## src/hw/rtl/mppt_charge_controller_defines.svh

```systemverilog
// Assertion macros for the charge controller RTL, used in the sequencer.
// Each macro takes a label, the clock, the active-low reset, a condition and a consequence.
`ifndef MPPT_CHARGE_CONTROLLER_DEFINES_SVH
`define MPPT_CHARGE_CONTROLLER_DEFINES_SVH
`ifndef SYNTH
// Same-cycle implication
`define MPPT_ASSERT_IMP(lbl, clk, rstn, ante, cons) \
	lbl: assert property (@(posedge clk) disable iff (!rstn) (ante) |-> (cons)) \
		else $error("mppt charge controller: check failed");
// Next-cycle implication
`define MPPT_ASSERT_NXT(lbl, clk, rstn, ante, cons) \
	lbl: assert property (@(posedge clk) disable iff (!rstn) (ante) |=> (cons)) \
		else $error("mppt charge controller: check failed");
`else
`define MPPT_ASSERT_IMP(lbl, clk, rstn, ante, cons)
`define MPPT_ASSERT_NXT(lbl, clk, rstn, ante, cons)
`endif
`endif

```

## src/hw/rtl/mppt_pkg.sv

```systemverilog
`timescale 1ns / 1ps
`default_nettype none
package mppt_pkg;

	// Field widths
	localparam int VOLT_W      = 16;
	localparam int CUR_W       = 16;
	localparam int LIM_W       = 15;
	localparam int DUTY_CFG_W  = 10;
	localparam int ACT_W       = 3;
	localparam int POWER_W     = 32;
	localparam int CFG_ADDR_W  = 5;
	localparam int CFG_DATA_W  = 32;
	localparam int DUTY_BITS_DEF = 10;

	// Register reset values
	localparam logic [VOLT_W-1:0]     PANEL_PRESENT_RST   = 16'd13000;
	localparam logic [VOLT_W-1:0]     BATTERY_PRESENT_RST = 16'd11000;
	localparam logic [VOLT_W-1:0]     CV_VOLTAGE_RST      = 16'd12900;
	localparam logic [LIM_W-1:0]      FLOAT_CURRENT_RST   = 15'd100;
	localparam logic [LIM_W-1:0]      CC_CURRENT_RST      = 15'd1500;
	localparam logic [DUTY_CFG_W-1:0] DUTY_FLOOR_RST      = 10'd102;
	localparam logic [DUTY_CFG_W-1:0] DUTY_CEILING_RST    = 10'd921;

	// Register indexes (word address)
	typedef enum logic [2:0] {
		REG_PANEL_PRESENT   = 3'd0,
		REG_BATTERY_PRESENT = 3'd1,
		REG_CV_VOLTAGE      = 3'd2,
		REG_FLOAT_CURRENT   = 3'd3,
		REG_CC_CURRENT      = 3'd4,
		REG_DUTY_FLOOR      = 3'd5,
		REG_DUTY_CEILING    = 3'd6
	} reg_idx_t;

	// Action codes reported with each result
	typedef enum logic [ACT_W-1:0] {
		ACT_WAITING   = 3'd0,
		ACT_STARTED   = 3'd1,
		ACT_FLOAT_OFF = 3'd2,
		ACT_CV_LOWER  = 3'd3,
		ACT_MPPT_STEP = 3'd4,
		ACT_CC_LOWER  = 3'd5
	} action_t;

	typedef struct packed {
		logic [VOLT_W-1:0]     panel_present_mv;
		logic [VOLT_W-1:0]     battery_present_mv;
		logic [VOLT_W-1:0]     cv_voltage_mv;
		logic [LIM_W-1:0]      float_current_ma;
		logic [LIM_W-1:0]      cc_current_ma;
		logic [DUTY_CFG_W-1:0] duty_floor;
		logic [DUTY_CFG_W-1:0] duty_ceiling;
	} cfg_t;

	// Controller to datapath
	typedef struct packed {
		logic load;
		logic calc;
		logic div_start;
		logic commit;
	} cmd_t;

	// Datapath to controller
	typedef struct packed {
		logic need_div;
		logic div_done;
	} sts_t;

endpackage
`default_nettype wire

```

## src/hw/rtl/mppt_regs.sv

```systemverilog
`timescale 1ns / 1ps
`default_nettype none
module mppt_regs import mppt_pkg::*; (
	input  wire logic                  clk,
	input  wire logic                  arst_n,
	input  wire logic                  psel,
	input  wire logic                  penable,
	input  wire logic                  pwrite,
	input  wire logic [CFG_ADDR_W-1:0] paddr,
	input  wire logic [CFG_DATA_W-1:0] pwdata,
	output logic      [CFG_DATA_W-1:0] prdata,
	output logic                       pready,
	output cfg_t                       cfg
);

	cfg_t cfg_q;
	logic wr_en;

	assign pready = 1'b1;
	assign wr_en  = psel & penable & pwrite;
	assign cfg    = cfg_q;

	// Write on the access phase
	always_ff @(posedge clk or negedge arst_n) begin
		if (!arst_n) begin
			cfg_q.panel_present_mv   <= PANEL_PRESENT_RST;
			cfg_q.battery_present_mv <= BATTERY_PRESENT_RST;
			cfg_q.cv_voltage_mv      <= CV_VOLTAGE_RST;
			cfg_q.float_current_ma   <= FLOAT_CURRENT_RST;
			cfg_q.cc_current_ma      <= CC_CURRENT_RST;
			cfg_q.duty_floor         <= DUTY_FLOOR_RST;
			cfg_q.duty_ceiling       <= DUTY_CEILING_RST;
		end else if (wr_en) begin
			case (paddr[4:2])
				REG_PANEL_PRESENT:   cfg_q.panel_present_mv   <= pwdata[VOLT_W-1:0];
				REG_BATTERY_PRESENT: cfg_q.battery_present_mv <= pwdata[VOLT_W-1:0];
				REG_CV_VOLTAGE:      cfg_q.cv_voltage_mv      <= pwdata[VOLT_W-1:0];
				REG_FLOAT_CURRENT:   cfg_q.float_current_ma   <= pwdata[LIM_W-1:0];
				REG_CC_CURRENT:      cfg_q.cc_current_ma      <= pwdata[LIM_W-1:0];
				REG_DUTY_FLOOR:      cfg_q.duty_floor         <= pwdata[DUTY_CFG_W-1:0];
				REG_DUTY_CEILING:    cfg_q.duty_ceiling       <= pwdata[DUTY_CFG_W-1:0];
				default: ;
			endcase
		end
	end

	// Read back
	always_comb begin
		case (paddr[4:2])
			REG_PANEL_PRESENT:   prdata = CFG_DATA_W'(cfg_q.panel_present_mv);
			REG_BATTERY_PRESENT: prdata = CFG_DATA_W'(cfg_q.battery_present_mv);
			REG_CV_VOLTAGE:      prdata = CFG_DATA_W'(cfg_q.cv_voltage_mv);
			REG_FLOAT_CURRENT:   prdata = CFG_DATA_W'(cfg_q.float_current_ma);
			REG_CC_CURRENT:      prdata = CFG_DATA_W'(cfg_q.cc_current_ma);
			REG_DUTY_FLOOR:      prdata = CFG_DATA_W'(cfg_q.duty_floor);
			REG_DUTY_CEILING:    prdata = CFG_DATA_W'(cfg_q.duty_ceiling);
			default:             prdata = '0;
		endcase
	end

endmodule
`default_nettype wire

```

## src/hw/rtl/mppt_div.sv

```systemverilog
`timescale 1ns / 1ps
`default_nettype none
module mppt_div import mppt_pkg::*; #(
	parameter int N = VOLT_W + DUTY_BITS_DEF
) (
	input  wire logic              clk,
	input  wire logic              arst_n,
	input  wire logic              start,
	input  wire logic [N-1:0]      dividend,
	input  wire logic [VOLT_W-1:0] divisor,
	output logic      [N-1:0]      quotient,
	output logic                   done
);

	localparam int CNT_W = $clog2(N + 1);

	logic [N-1:0]      quo_q;
	logic [VOLT_W-1:0] rem_q;
	logic [VOLT_W-1:0] dvs_q;
	logic [CNT_W-1:0]  cnt_q;
	logic [VOLT_W:0]   trial;
	logic              fits;

	// One quotient bit per cycle, restoring
	assign trial = {rem_q, quo_q[N-1]};
	assign fits  = trial >= {1'b0, dvs_q};

	always_ff @(posedge clk or negedge arst_n) begin
		if (!arst_n) begin
			cnt_q <= '0;
		end else if (start) begin
			cnt_q <= CNT_W'(N);
		end else if (cnt_q != '0) begin
			cnt_q <= cnt_q - 1'b1;
		end
	end

	always_ff @(posedge clk) begin
		if (start) begin
			quo_q <= dividend;
			rem_q <= '0;
			dvs_q <= divisor;
		end else if (cnt_q != '0) begin
			quo_q <= {quo_q[N-2:0], fits};
			rem_q <= fits ? VOLT_W'(trial - {1'b0, dvs_q}) : trial[VOLT_W-1:0];
		end
	end

	assign quotient = quo_q;
	assign done     = (cnt_q == '0);

endmodule
`default_nettype wire

```

## src/hw/rtl/mppt_dpath.sv

```systemverilog
`timescale 1ns / 1ps
`default_nettype none
module mppt_dpath import mppt_pkg::*; #(
	parameter int DUTY_BITS = DUTY_BITS_DEF
) (
	input  wire logic                      clk,
	input  wire logic                      arst_n,
	input  wire cfg_t                      cfg,
	input  wire cmd_t                      cmd,
	output sts_t                           sts,
	input  wire logic        [VOLT_W-1:0]  panel_mv,
	input  wire logic signed [CUR_W-1:0]   panel_ma,
	input  wire logic        [VOLT_W-1:0]  battery_mv,
	input  wire logic signed [CUR_W-1:0]   battery_ma,
	output logic             [DUTY_BITS-1:0] duty,
	output logic                           switch_on,
	output logic                           set_up,
	output logic             [ACT_W-1:0]   action,
	output logic signed      [POWER_W-1:0] panel_power
);

	localparam int N  = VOLT_W + DUTY_BITS;
	localparam int DW = DUTY_CFG_W;
	localparam int CW = N + 2;
	localparam logic signed [DW+1:0] ONE_S = (DW+2)'(1);

	// Captured measurement
	logic        [VOLT_W-1:0]  pv_q;
	logic signed [CUR_W-1:0]   pi_q;
	logic        [VOLT_W-1:0]  bv_q;
	logic signed [CUR_W-1:0]   bi_q;
	logic signed [POWER_W-1:0] power_q;

	// Controller state
	logic                      setup_q;
	logic                      switch_q;
	logic        [DW-1:0]      duty_q;
	logic        [DW-1:0]      duty_before_q;
	logic signed [POWER_W-1:0] power_before_q;

	// Result beat payload
	logic        [ACT_W-1:0]   action_q;
	logic signed [POWER_W-1:0] res_power_q;

	logic signed [POWER_W-1:0] prod;
	logic        [N-1:0]       dividend;
	logic        [N-1:0]       quotient;
	logic                      div_done;
	logic                      panel_ok;
	logic                      batt_ok;

	logic                      setup_d;
	logic                      switch_d;
	logic        [DW-1:0]      duty_d;
	logic        [DW-1:0]      duty_before_d;
	logic signed [POWER_W-1:0] power_before_d;
	action_t                   action_d;
	logic signed [DW+1:0]      d_cur;
	logic signed [DW+1:0]      d_sel;

	function automatic logic [DW-1:0] clamp_duty(input logic signed [CW-1:0] d,
			input logic [DW-1:0] lo, input logic [DW-1:0] hi);
		logic signed [CW-1:0] hi_s;
		logic signed [CW-1:0] lo_s;
		hi_s = $signed({{(CW-DW){1'b0}}, hi});
		lo_s = $signed({{(CW-DW){1'b0}}, lo});
		if (d > hi_s)
			clamp_duty = hi;
		else if (d < lo_s)
			clamp_duty = lo;
		else
			clamp_duty = d[DW-1:0];
	endfunction

	// Capture the accepted beat
	always_ff @(posedge clk) begin
		if (cmd.load) begin
			pv_q <= panel_mv;
			pi_q <= panel_ma;
			bv_q <= battery_mv;
			bi_q <= battery_ma;
		end
	end

	// Panel power, registered after the multiplier; the product always fits 32 bits
	assign prod = $signed({{(POWER_W-VOLT_W){1'b0}}, pv_q}) *
		$signed({{(POWER_W-CUR_W){pi_q[CUR_W-1]}}, pi_q});

	always_ff @(posedge clk) begin
		if (cmd.calc)
			power_q <= prod;
	end

	// Start ratio: battery volts times full scale, over panel volts
	assign dividend = {bv_q, {DUTY_BITS{1'b0}}} - N'(bv_q);

	mppt_div #(
		.N(N)
	) u_div (
		.clk      (clk),
		.arst_n   (arst_n),
		.start    (cmd.div_start),
		.dividend (dividend),
		.divisor  (pv_q),
		.quotient (quotient),
		.done     (div_done)
	);

	assign panel_ok     = pv_q > cfg.panel_present_mv;
	assign batt_ok      = bv_q > cfg.battery_present_mv;
	assign sts.need_div = !setup_q && panel_ok && batt_ok;
	assign sts.div_done = div_done;

	// Charge rules
	always_comb begin
		setup_d        = setup_q;
		switch_d       = switch_q;
		duty_d         = duty_q;
		duty_before_d  = duty_before_q;
		power_before_d = power_before_q;
		action_d       = ACT_WAITING;
		d_cur          = $signed({2'b00, duty_q});
		d_sel          = d_cur;
		if (!setup_q) begin
			if (panel_ok && batt_ok) begin
				duty_d   = clamp_duty($signed({2'b00, quotient}), cfg.duty_floor,
					cfg.duty_ceiling);
				setup_d  = 1'b1;
				switch_d = 1'b1;
				action_d = ACT_STARTED;
			end
		end else begin
			if (!panel_ok || !batt_ok)
				setup_d = 1'b0;
			if (bv_q >= cfg.cv_voltage_mv) begin
				if (bi_q <= $signed({1'b0, cfg.float_current_ma})) begin
					switch_d = 1'b0;
					action_d = ACT_FLOAT_OFF;
				end else begin
					d_sel    = d_cur - ONE_S;
					action_d = ACT_CV_LOWER;
				end
			end else if (bi_q <= $signed({1'b0, cfg.cc_current_ma})) begin
				// Step the same way again if power rose with the last step
				if ((power_q >= power_before_q) == (duty_q >= duty_before_q))
					d_sel = d_cur + ONE_S;
				else
					d_sel = d_cur - ONE_S;
				duty_before_d  = duty_q;
				power_before_d = power_q;
				action_d       = ACT_MPPT_STEP;
			end else begin
				d_sel    = d_cur - ONE_S;
				action_d = ACT_CC_LOWER;
			end
			duty_d = clamp_duty({{(CW-DW-2){d_sel[DW+1]}}, d_sel}, cfg.duty_floor,
				cfg.duty_ceiling);
		end
	end

	// Commit state together with the result beat
	always_ff @(posedge clk or negedge arst_n) begin
		if (!arst_n) begin
			setup_q        <= 1'b0;
			switch_q       <= 1'b0;
			duty_q         <= '0;
			duty_before_q  <= '0;
			power_before_q <= '0;
		end else if (cmd.commit) begin
			setup_q        <= setup_d;
			switch_q       <= switch_d;
			duty_q         <= duty_d;
			duty_before_q  <= duty_before_d;
			power_before_q <= power_before_d;
		end
	end

	always_ff @(posedge clk) begin
		if (cmd.commit) begin
			action_q    <= action_d;
			res_power_q <= power_q;
		end
	end

	assign duty        = DUTY_BITS'(duty_q);
	assign switch_on   = switch_q;
	assign set_up      = setup_q;
	assign action      = action_q;
	assign panel_power = res_power_q;

endmodule
`default_nettype wire

```

## src/hw/rtl/mppt_ctrl.sv

```systemverilog
`timescale 1ns / 1ps
`default_nettype none
`include "mppt_charge_controller_defines.svh"
module mppt_ctrl import mppt_pkg::*; (
	input  wire logic clk,
	input  wire logic arst_n,
	input  wire logic meas_valid,
	output logic      meas_stall,
	output logic      res_valid,
	input  wire logic res_stall,
	input  wire sts_t sts,
	output cmd_t      cmd
);

	typedef enum logic [3:0] {
		S_IDLE  = 4'b0001,
		S_CALC  = 4'b0010,
		S_DIV   = 4'b0100,
		S_APPLY = 4'b1000
	} ctrl_state_t;

	ctrl_state_t state_q;
	ctrl_state_t state_d;
	logic        res_valid_q;

	// Sequence one measurement
	always_comb begin
		cmd     = '0;
		state_d = state_q;
		case (state_q)
			S_IDLE: begin
				if (meas_valid) begin
					cmd.load = 1'b1;
					state_d  = S_CALC;
				end
			end
			S_CALC: begin
				cmd.calc = 1'b1;
				if (sts.need_div) begin
					cmd.div_start = 1'b1;
					state_d       = S_DIV;
				end else begin
					state_d = S_APPLY;
				end
			end
			S_DIV: begin
				if (sts.div_done)
					state_d = S_APPLY;
			end
			S_APPLY: begin
				// Hold until the output register is free
				if (!res_valid_q || !res_stall) begin
					cmd.commit = 1'b1;
					state_d    = S_IDLE;
				end
			end
			default: state_d = S_IDLE;
		endcase
	end

	always_ff @(posedge clk or negedge arst_n) begin
		if (!arst_n)
			state_q <= S_IDLE;
		else
			state_q <= state_d;
	end

	// Result beat valid
	always_ff @(posedge clk or negedge arst_n) begin
		if (!arst_n)
			res_valid_q <= 1'b0;
		else if (cmd.commit)
			res_valid_q <= 1'b1;
		else if (!res_stall)
			res_valid_q <= 1'b0;
	end

	assign meas_stall = (state_q != S_IDLE);
	assign res_valid  = res_valid_q;

	`MPPT_ASSERT_NXT(a_accept_calc, clk, arst_n, meas_valid && !meas_stall, state_q == S_CALC)
	`MPPT_ASSERT_NXT(a_commit_valid, clk, arst_n, cmd.commit, res_valid_q)
	`MPPT_ASSERT_NXT(a_div_apply, clk, arst_n, state_q == S_DIV && sts.div_done, state_q == S_APPLY)
	`MPPT_ASSERT_IMP(a_commit_free, clk, arst_n, cmd.commit, !res_valid_q || !res_stall)

endmodule
`default_nettype wire

```

## src/hw/rtl/mppt_charge_controller.sv

```systemverilog
`timescale 1ns / 1ps
`default_nettype none
// Perturb-and-observe solar charge controller with constant-current, constant-voltage
// and float rules. Each measurement beat (panel and battery volts and amps) yields one
// result beat: duty, switch level, setup flag, action code and panel power. A beat is
// loaded, then calculated, then applied in normal running; a beat that finds both
// sources present while the block is not set up computes the start duty with a
// one-bit-per-cycle restoring divider in a divide state before it is applied.
// A new measurement is taken the cycle after a result is registered, while that
// result waits to be taken; a stalled result holds the next one back.
// Thresholds and duty limits sit in an APB register bank at word addresses 0 to 6 and
// should be changed only while no measurement is in flight.
module mppt_charge_controller import mppt_pkg::*; #(
	parameter int DUTY_BITS = DUTY_BITS_DEF
) (
	input  wire logic                        clk,
	input  wire logic                        arst_n,
	input  wire logic                        psel,
	input  wire logic                        penable,
	input  wire logic                        pwrite,
	input  wire logic        [CFG_ADDR_W-1:0] paddr,
	input  wire logic        [CFG_DATA_W-1:0] pwdata,
	output logic             [CFG_DATA_W-1:0] prdata,
	output logic                             pready,
	input  wire logic                        meas_valid,
	output logic                             meas_stall,
	input  wire logic        [VOLT_W-1:0]    panel_mv,
	input  wire logic signed [CUR_W-1:0]     panel_ma,
	input  wire logic        [VOLT_W-1:0]    battery_mv,
	input  wire logic signed [CUR_W-1:0]     battery_ma,
	output logic                             res_valid,
	input  wire logic                        res_stall,
	output logic             [DUTY_BITS-1:0] duty,
	output logic                             switch_on,
	output logic                             set_up,
	output logic             [ACT_W-1:0]     action,
	output logic signed      [POWER_W-1:0]   panel_power
);

	cfg_t cfg;
	cmd_t cmd;
	sts_t sts;

	mppt_regs u_regs (
		.clk     (clk),
		.arst_n  (arst_n),
		.psel    (psel),
		.penable (penable),
		.pwrite  (pwrite),
		.paddr   (paddr),
		.pwdata  (pwdata),
		.prdata  (prdata),
		.pready  (pready),
		.cfg     (cfg)
	);

	mppt_ctrl u_ctrl (
		.clk        (clk),
		.arst_n     (arst_n),
		.meas_valid (meas_valid),
		.meas_stall (meas_stall),
		.res_valid  (res_valid),
		.res_stall  (res_stall),
		.sts        (sts),
		.cmd        (cmd)
	);

	mppt_dpath #(
		.DUTY_BITS(DUTY_BITS)
	) u_dpath (
		.clk         (clk),
		.arst_n      (arst_n),
		.cfg         (cfg),
		.cmd         (cmd),
		.sts         (sts),
		.panel_mv    (panel_mv),
		.panel_ma    (panel_ma),
		.battery_mv  (battery_mv),
		.battery_ma  (battery_ma),
		.duty        (duty),
		.switch_on   (switch_on),
		.set_up      (set_up),
		.action      (action),
		.panel_power (panel_power)
	);

endmodule
`default_nettype wire
```

## config.mk

```make
export PLATFORM = sky130hd
export DESIGN_NAME = mppt_charge_controller
export DESIGN_NICKNAME = d
export VERILOG_FILES = /design/src/hw/rtl/mppt_pkg.sv /design/src/hw/rtl/mppt_regs.sv /design/src/hw/rtl/mppt_div.sv /design/src/hw/rtl/mppt_dpath.sv /design/src/hw/rtl/mppt_ctrl.sv /design/src/hw/rtl/mppt_charge_controller.sv
export VERILOG_INCLUDE_DIRS = /design/src /design/src/hw/rtl
export SDC_FILE = /design/constraint.sdc
export NUM_CORES = 1
export LEC_CHECK = 0
export ABC_CLOCK_PERIOD_IN_PS = 11700
export BUFFER_PORTS_ARGS = -buffer_cell sky130_fd_sc_hd__buf_2
export CORE_AREA = 2 2 241 243
export CTS_CLUSTER_DIAMETER = 150
export DETAILED_ROUTE_END_ITERATION = 6
export DIE_AREA = 0 0 243 245
export GPL_ROUTABILITY_DRIVEN = 0
export GPL_TIMING_DRIVEN = 1
export PLACE_DENSITY = 0.79
export SYNTH_ARGS = -nofsm -noshare
export SYNTH_HDL_FRONTEND = slang
export SYNTH_SLANG_ARGS = --single-unit
```

## constraint.sdc

```tcl
create_clock -name clk -period 11.7 [get_ports clk]
set_input_delay 1.755 -clock clk [delete_from_list [all_inputs] [get_ports clk]]
set_output_delay 1.755 -clock clk [all_outputs]
set_load 0.1 [all_outputs]
```

==> impl_metrics.tcl, run 1 <==
set metrics [dict create \
    outcome "complete, no violations" \
    cts.sinks 351 \
    synth_area_leaders "edfxtp_1 (18%), fa_1 (14%), ha_1 (13%)" \
    postSynthCellCount 2832 \
    yosysTopAreaCellShare 0.184 \
    cts_buffers 41 \
    diodes 0 \
    hold_class "reg -> reg" \
    die_x_um 243 \
    tritoncts "done" \
    first_global_vias 21025 \
    wire_per_inst_um 18.3 \
    rows 88 \
    start_util 0.495 \
    clk_pin_slew_ns 0.06 \
    cts_setup_buffers 0 \
    io_pins 190 \
    area_delta_synth_final_pct 10.4 \
    grt_util_all_layers 0.235 \
    skew_ns 0.0338 \
    synth-edff-count 173 \
    regToRegSetupSlack_ns 4.63 \
    finalHoldViolCount 0 \
    die_area_mm2 0.0595 \
    cp_max_fo 17 \
    grt_overflow 0 \
    final_cell_count_no_fill 3744 \
    avgSynthCellArea_um2 9.97 \
    max_freq_ghz 0.142 \
    layout-drive-gt1-share 0.136 \
    grt_max_degree 98 \
    end_kind "register" \
    max-slew-margin-rel 0.205 \
    ys_types 94 \
    ys.warnings.count 0 \
    clock_latency_ns 0.59 \
    fin_hold_ws_ns 0.464 \
    ctsHoldBuffers 0 \
    async_reset_ff_frac 0.462 \
    fin_crit_sh 0.604 \
    final-setup-viol-count 0 \
    tightest_slew_ns 1.19 \
    drv_slew 0 \
    cts_root_buffer "clkbuf_16" \
    start_kind "register" \
    crit_type "reg -> reg" \
    grt_antenna_before_repair 1 \
    die_h_um 245 \
    drt-vias-per-instance 5.63 \
    synth_top_area_cell "edfxtp_1" \
    htree_levels 2 \
    rsz0062_at_grt "false" \
    wl_um 68500 \
    clockBufferDepth 3 \
    design_area_mm2 0.0312 \
    netlist_area_mm2 0.0282 \
    dp.cells 3668 \
    grt_pass1_wl_um 112000 \
    critical_path_arrival_ns 7.38 \
    tns_ns 0 \
    cts_resized 0 \
    ant_nets 0 \
    port_buffers 154 \
    ys_seq_elements 351 \
    first_pass_iters 5 \
    synth_ff_type "edfxtp_1" \
    place_area_mm2 0.0297 \
    min_period_ns 7.07 \
    dp_hpwl_um 51000 \
    synth-seq-area-share 0.341 \
    drv_cap 0 \
    fin_nets 3550 \
    fp.coreArea_mm2 0.0570 \
    required_ns 12.02 \
    drcViolationCount 0 \
    num_vias 21062 \
    drtIter0Drc 1828 \
]
[synth_stat cells (63+ instances only)]
cell type and instances:
inv_1 430, nand2_1 313, ha_1 301, fa_1 195
o21ai_0 180, edfxtp_1 173, and2_1 132, dfrtp_1 121
a21oi_1 96, clkbuf_1 88, nor2_1 79, mux2_2 63
[worst paths after layout]
kind                                    start                    endpoint  depth (start not counted)
min in group asynchronous              arst_n              u_regs.cfg[32]                          1
hold / removal             u_dpath.power_q[0]      u_dpath.panel_power[0]                          0
setup reg to reg              u_dpath.pv_q[0]         u_dpath.power_q[28]                         22
hold reg to reg            u_dpath.power_q[0]      u_dpath.panel_power[0]                          0
max in group asynchronous              arst_n  u_dpath.power_before_q[11]                          2
setup / recovery              u_dpath.pv_q[0]         u_dpath.power_q[28]                         22
[layout make-up]
class,instances,area (µm²)
Fill cell,4972,25900
Inverter,432,1620
Clock inverter,23,262
Sequential cell,351,9620
Timing Repair Buffer,173,920
Clock buffer,53,1220
Tap cell,765,957
Multi-Input combinational cell,1947,16600
[through the flow]
step           setup slack (ns)  utilization
3_5_place_dp               4.78        0.520
2_1_floorplan              5.00            -
3_3_place_gp               4.83        0.520
4_1_cts                    4.75        0.547
6_report                   4.63        0.547
5_1_grt                    4.36        0.547
[cells in the final DEF, fill, tap and decap left out, types with 44 or more instances in the layout]
| cell type | count |
|---|---|
| inv_1 | 430 |
| nand2_1 | 313 |
| ha_1 | 301 |
| fa_1 | 195 |
| o21ai_0 | 180 |
| edfxtp_1 | 173 |
| buf_2 | 153 |
| and2_1 | 132 |
| dfrtp_1 | 121 |
| a21oi_1 | 94 |
| nor2_1 | 79 |
| mux2_2 | 63 |
| xnor2_1 | 45 |
| clkbuf_16 | 44 |
[registers in the layout, summed over array words and instances, names as in the netlist, 16 cells and up]
name and count:
u_dpath.pi_q 16, u_dpath.bi_q 16, u_dpath.u_div.dvs_q 16, u_dpath.power_q 32, u_dpath.u_div.rem_q 16, u_dpath.panel_power 32
u_regs.cfg 98, u_dpath.bv_q 16, u_dpath.u_div.quotient 26, u_dpath.pv_q 16, u_dpath.power_before_q 32
[cell families (layout without fill, tap and decap cells)]
logic type	after synthesis	after routing	share of synthesized area
other	2	17	0.000266
XOR/XNOR	63	63	0.0195
AO/OA/AOI/OAI	504	504	0.115
flip-flops	351	351	0.341
AND/OR/NAND/NOR	761	761	0.133
adder cells (fa/ha/maj)	496	496	0.272
buffers and inverters	549	681	0.0762
multiplexers	106	106	0.0439
[layer usage]
metal	up-vias	wire, µm	GRT usage
li1	9807	-	-
met1	10336	29900	0.325
met2	766	31900	0.383
met3	153	4320	0.0294
met4	0	2350	0.0846
met5	-	0	0
[critical path, stage by stage (launching register included)]
cell,delay (ns)
edfxtp_1,0.80
inv_1,0.23
nand2_1,0.15
fa_1,0.43
fa_1,0.55
inv_1,0.06
fa_1,0.50
fa_1,0.54
fa_1,0.54
inv_1,0.05
fa_1,0.52
inv_1,0.05
ha_1,0.36
a21o_1,0.20
a21oi_1,0.19
nor4b_1,0.32
o211ai_1,0.26
nand2_1,0.15
a31oi_1,0.15
a211o_1,0.33
a21o_1,0.18
a21oi_1,0.16
xnor2_1,0.08
Power of run 1 is left out: the tool's default activity adds up to more than one toggle a clock period on the data nets, which glitch-free logic cannot reach.
==> run 2, diff against run 1 <==
--- a/config.mk
+++ b/config.mk
@@ -6,7 +6,8 @@
 export SDC_FILE = /design/constraint.sdc
 export NUM_CORES = 1
 export LEC_CHECK = 0
-export ABC_CLOCK_PERIOD_IN_PS = 11700
+export ABC_AREA = 1
+export ABC_CLOCK_PERIOD_IN_PS = 6000
 export BUFFER_PORTS_ARGS = -buffer_cell sky130_fd_sc_hd__buf_2
 export CORE_AREA = 2 2 241 243
 export CTS_CLUSTER_DIAMETER = 150
@@ -14,7 +15,7 @@
 export DIE_AREA = 0 0 243 245
 export GPL_ROUTABILITY_DRIVEN = 0
 export GPL_TIMING_DRIVEN = 1
-export PLACE_DENSITY = 0.79
+export PLACE_DENSITY = 0.82
 export SYNTH_ARGS = -nofsm -noshare
 export SYNTH_HDL_FRONTEND = slang
 export SYNTH_SLANG_ARGS = --single-unit
==> constraint.sdc (replaced) <==
create_clock -name clk -period 6 [get_ports clk]
set_input_delay 0.9 -clock clk [delete_from_list [all_inputs] [get_ports clk]]
set_output_delay 0.9 -clock clk [all_outputs]
set_load 0.1 [all_outputs]
==> run 2 against run 1 <==
Critical path depth rose by 3. Synthesized cell count rose by 14%. First-iteration DRC count rose by 0.60%. Utilization rose by 1.2 points. Register-to-register slack got worse by 4.6 ns. Final cell count rose by 13%. Sequential share of layout area fell by 0.65 points. Critical path type unchanged. Largest cell class unchanged. Highest routed layer is now met5.
==> impl_metrics.tcl, run 2 <==
set metrics [dict create \
    synth_common_cells "nand2_1 (670), inv_1 (653), ha_1 (301)" \
    ant_nets 0 \
    die_area_mm2 0.0595 \
    crit_type "reg -> reg" \
    yosysTopAreaCellShare 0.184 \
    dp_hpwl_um 54600 \
    slowest_stage "edfxtp_1" \
    synth_area_leaders "edfxtp_1 (18%), fa_1 (14%), ha_1 (13%)" \
    largest_reg_flops 98 \
    grt_antenna_before_repair 5 \
    grt_pass1_wl_um 114000 \
    ys.warnings.count 0 \
    ys_types 66 \
    num_vias 22502 \
    slowest_delay_ns 0.54 \
    max_freq_ghz 0.168 \
    drcViolationCount 0 \
    first_global_vias 22392 \
    reg2reg_depth 25 \
    clockBufferDepth 3 \
    tritoncts "done" \
    cts_root_buffer "clkbuf_16" \
    final-setup-viol-count 0 \
    drv_slew 0 \
    drv_cap 0 \
    finalHoldViolCount 0 \
    final_common_cell "nand2_1" \
    die_h_um 245 \
    wire_per_inst_um 17.0 \
    fin_nets 4029 \
    drtIter0Drc 1839 \
    synth_ff_type "edfxtp_1" \
    layout_common_cells "nand2_1 (666), inv_1 (649), ha_1 (292)" \
    grt_max_degree 152 \
    skew_ns 0.0218 \
    cts_buffers 40 \
    synth-edff-count 173 \
    fin_util 0.558 \
    start_util 0.495 \
    synth_top_area_cell "edfxtp_1" \
    fin_crit_sh 0.990 \
    layout-drive-gt1-share 0.137 \
    avgSynthCellArea_um2 8.71 \
    yosysMostFrequentCell "nand2_1" \
    setup_slack_ns 0.0626 \
    end_kind "register" \
    htree_levels 2 \
    drt-vias-per-instance 5.33 \
    grt_overflow 0 \
    required_ns 6.33 \
    clock_latency_ns 0.58 \
    area_delta_synth_final_pct 12.8 \
    hold_class "in -> async" \
    min_period_ns 5.94 \
    grt_util_all_layers 0.241 \
    start_kind "register" \
    netlist_area_mm2 0.0282 \
    ctsHoldBuffers 0 \
    postSynthCellCount 3242 \
    first_pass_iters 5 \
    die_x_um 243 \
    clk_pin_slew_ns 0.06 \
    tns_ns 0 \
    cts.sinks 351 \
    rows 88 \
    outcome "complete, no violations" \
    cp_max_fo 5 \
    critical_path_arrival_ns 6.26 \
    port_buffers 154 \
    wl_um 71900 \
    tightest_slew_ns 1.14 \
    io_pins 190 \
    synth-seq-area-share 0.341 \
    max-slew-margin-rel 0.237 \
    async_reset_ff_frac 0.462 \
    fin_hold_ws_ns 0.133 \
    fp.coreArea_mm2 0.0570 \
    ys_seq_elements 351 \
    pre_cts_slack_ns -0.0781 \
]
==> run 2: cell types whose count changed in the layout (fill, tap and decap cells not counted), moves of 76 or more <==
cell | previous run | this run
a21oi_1 | 94 | 173
and2_1 | 132 | 1
buf_4 | 19 | 99
inv_1 | 430 | 649
nand2_1 | 313 | 666
nor2_1 | 79 | 155
==> run 2: per-layer routing <==
metal / global-route usage / routed length [µm] / vias up
li1: - / - / 10667
met2: 0.407 / 34500 / 917
met5: 0 / 21 / -
met4: 0.0985 / 2900 / 4
met3: 0.0488 / 5950 / 192
met1: 0.302 / 28500 / 10722
==> run 2: stage by stage <==
step	instances	cell area, µm²
floorplan	3257	28300
global placement	4126	30100
detailed placement	4126	30100
CTS	4199	31500
global route	4224	31800
finish	4224	31800
==> run 2: area by class of cell <==
type,count,area (µm²)
multi-input combinational,2103,15800
fill,4792,25200
clock buffer,54,1090
antenna,3,7.51
tap,765,957
clock inverter,19,233
inverter,667,2510
timing repair buffer,262,1660
sequential,351,9620
==> run 2: final timing paths <==
check / startpoint / to / slack (ns)
worst max-delay path: u_dpath.pv_q[6] / u_dpath.power_q[30] / 0.06
worst min-delay path: arst_n / u_dpath.power_before_q[8] / 0.13
worst max register to register: u_dpath.pv_q[6] / u_dpath.power_q[30] / 0.06
worst min register to register: u_dpath.u_div.rem_q[15] / u_dpath.u_div.rem_q[15] / 0.46
max in group asynchronous: arst_n / u_regs.cfg[65] / 4.63
min in group clk: u_dpath.u_div.rem_q[15] / u_dpath.u_div.rem_q[15] / 0.46
==> run 2: kinds of logic (layout without fill, tap and decap cells) <==
family	count (synthesis)	count (layout)	share of synthesized area
XOR/XNOR	78	78	0.0242
other	2	20	0.000266
adder cells (fa/ha/maj)	496	496	0.272
buffers and inverters	803	1002	0.111
flip-flops	351	351	0.341
AND/OR/NAND/NOR	986	986	0.147
AO/OA/AOI/OAI	526	526	0.106
==> run 2: worst max-delay path, delay by kind of cell, from the launching register on <==
kind,cells,cell delay [ns]
adders and majority gates,7,3.22
AOI/OAI and AO/OA,8,1.06
buffers and inverters,7,0.56
DFF,1,0.54
xor gates and xnor gates,1,0.15
and+or+nand+nor,2,0.13
==> run 2: timing repair <==
action	CTS	global route
setup endpoints to repair	4	10
gates resized for setup	7	37
pin swaps	1	28
setup buffers	0	22
Power of run 2 is left out for the same reason.
==> run 3, diff against run 2 <==
--- a/config.mk
+++ b/config.mk
@@ -7,15 +7,16 @@
 export NUM_CORES = 1
 export LEC_CHECK = 0
 export ABC_AREA = 1
-export ABC_CLOCK_PERIOD_IN_PS = 6000
+export ABC_CLOCK_PERIOD_IN_PS = 7500
 export BUFFER_PORTS_ARGS = -buffer_cell sky130_fd_sc_hd__buf_2
 export CORE_AREA = 2 2 241 243
+export CTS_BUF_LIST = sky130_fd_sc_hd__clkbuf_2 sky130_fd_sc_hd__clkbuf_4 sky130_fd_sc_hd__clkbuf_8
 export CTS_CLUSTER_DIAMETER = 150
 export DETAILED_ROUTE_END_ITERATION = 6
 export DIE_AREA = 0 0 243 245
 export GPL_ROUTABILITY_DRIVEN = 0
 export GPL_TIMING_DRIVEN = 1
-export PLACE_DENSITY = 0.82
+export PLACE_DENSITY = 0.79
 export SYNTH_ARGS = -nofsm -noshare
 export SYNTH_HDL_FRONTEND = slang
 export SYNTH_SLANG_ARGS = --single-unit
==> constraint.sdc (replaced) <==
create_clock -name clk -period 7.5 [get_ports clk]
set_input_delay 1.125 -clock clk [delete_from_list [all_inputs] [get_ports clk]]
set_output_delay 1.125 -clock clk [all_outputs]
set_load 0.1 [all_outputs]
==> run 3 against run 2 <==
First-iteration DRC count shrank 0.87%. Highest routed layer unchanged. Die area is the same. Critical endpoint unchanged. Sequential cell count is the same.
==> impl_metrics.tcl, run 3 (synthesis results as in run 2) <==
set metrics [dict create \
    outcome "complete, no violations" \
    regToRegSetupSlack_ns 0.86 \
    largest_reg_flops 98 \
    grt_antenna_before_repair 4 \
    htree_levels 2 \
    cts_buffers 57 \
    route.met3.wl_um 5490 \
    max_freq_ghz 0.151 \
    fin_nets 3973 \
    wire_per_inst_um 17.0 \
    first_global_vias 21948 \
    drtIter0Drc 1823 \
    max-slew-margin-rel 0.209 \
    layout-drive-gt1-share 0.121 \
    tritoncts "done" \
    ant_nets 0 \
    routed-wl-met2_um 32700 \
    reg2reg_depth 22 \
    crit_type "reg -> reg" \
    multi_input_area_mm2 0.0156 \
    rsz0062_at_grt "false" \
    area_delta_synth_final_pct 9.83 \
    dp_hpwl_um 53700 \
    port_buffers 154 \
    cp_max_fo 18 \
    route.top_layer_used "met5" \
    required_ns 7.91 \
    cts_resized 0 \
    grt_pass1_wl_um 115000 \
    final_common_cell "nand2_1" \
    cts_root_buffer "clkbuf_8" \
    wl_um 71200 \
    finalHoldViolCount 0 \
    area.sequential_mm2 0.00962 \
    fillers 5061 \
    end_kind "register" \
    skew_ns 0.0452 \
    wl_met1_um 30000 \
    tns_ns 0 \
    hold_class "reg -> reg" \
    drv_cap 0 \
    final-setup-viol-count 0 \
    critical_path_arrival_ns 7.05 \
    die_h_um 245 \
    fp.coreArea_mm2 0.0570 \
    cts_setup_buffers 0 \
    min_period_ns 6.64 \
    ctsHoldBuffers 0 \
    drv_slew 0 \
    cts.sinks 351 \
    num_vias 22137 \
    start_kind "register" \
    grt_overflow 0 \
    drcViolationCount 0 \
    first_pass_iters 6 \
    grt_max_degree 85 \
    grt_util_all_layers 0.244 \
    rows 88 \
    fin_crit_sh 0.886 \
    layout_common_cells "nand2_1 (669), inv_1 (653), ha_1 (301)" \
    die_x_um 243 \
    io_pins 190 \
    drt-vias-per-instance 5.29 \
    die_area_mm2 0.0595 \
    clockBufferDepth 3 \
    clk_pin_slew_ns 0.07 \
    whs_path_depth 2 \
    tightest_slew_ns 1.19 \
    clock_latency_ns 0.69 \
    start_util 0.495 \
]
## run 3: cell types whose count changed in the layout (fill, tap and decap cells not counted), sizes merged
cell      delta
buf         -73
clkbuf      +39
clkinv       -4
clkinvlp     +1
diode        -1
inv          -1
## run 3: final timing paths
path | startpoint | endpoint
worst max-delay path | u_dpath.pv_q[2] | u_dpath.power_q[30]
worst min-delay path | u_dpath.u_div.rem_q[15] | u_dpath.u_div.rem_q[15]
worst max register to register | u_dpath.pv_q[2] | u_dpath.power_q[30]
worst min register to register | u_dpath.u_div.rem_q[15] | u_dpath.u_div.rem_q[15]
max in group asynchronous | arst_n | u_regs.cfg[78]
min in group asynchronous | arst_n | u_dpath.power_before_q[15]
## run 3: through the flow
step | setup WS (ns) | hold WS (ns) | instances | cell area (µm²) | utilization
after CTS | 0.924 | 0.456 | 4183 | 31000 | 0.543
after detailed placement | 0.920 | 0.441 | 4075 | 29700 | 0.520
final | 0.856 | 0.457 | 4185 | 31000 | 0.544
after global placement | 1.02 | 0.436 | 4075 | 29700 | 0.520
after floorplan | 1.05 | 0.422 | 3257 | 28300 | -
after global routing | 0.566 | 0.505 | 4185 | 31000 | 0.544
## run 3: routing by layer
layer,up-vias,track usage
met2,813,0.393
li1,10569,-
met5,-,0
met4,2,0.108
met1,10573,0.320
met3,180,0.0481
## run 3: critical path: stages (launching register included)
cell and delay (ns):
edfxtp_1 1.03, nand2_1 0.19, fa_1 0.52, fa_1 0.55, inv_1 0.07, fa_1 0.51
fa_1 0.52, fa_1 0.54, inv_1 0.05, fa_1 0.52, inv_1 0.04, ha_1 0.39
nand2_1 0.08, o21ai_0 0.17, inv_1 0.06, o21ai_1 0.13, inv_1 0.07, o21ai_1 0.23
nand2_1 0.09, o211ai_1 0.14, a21oi_1 0.15, o221ai_1 0.20, xor2_1 0.10
## run 3: final cells by class
class | count | area share
multi-input combinational | 2103 | 0.502
clock inverter | 15 | 0.00622
clock buffer | 93 | 0.0362
timing repair buffer | 189 | 0.0335
inverter | 667 | 0.0808
antenna | 2 | 0.000161
tap | 765 | 0.0309
sequential | 351 | 0.310
Power of run 3 is left out for the same reason.
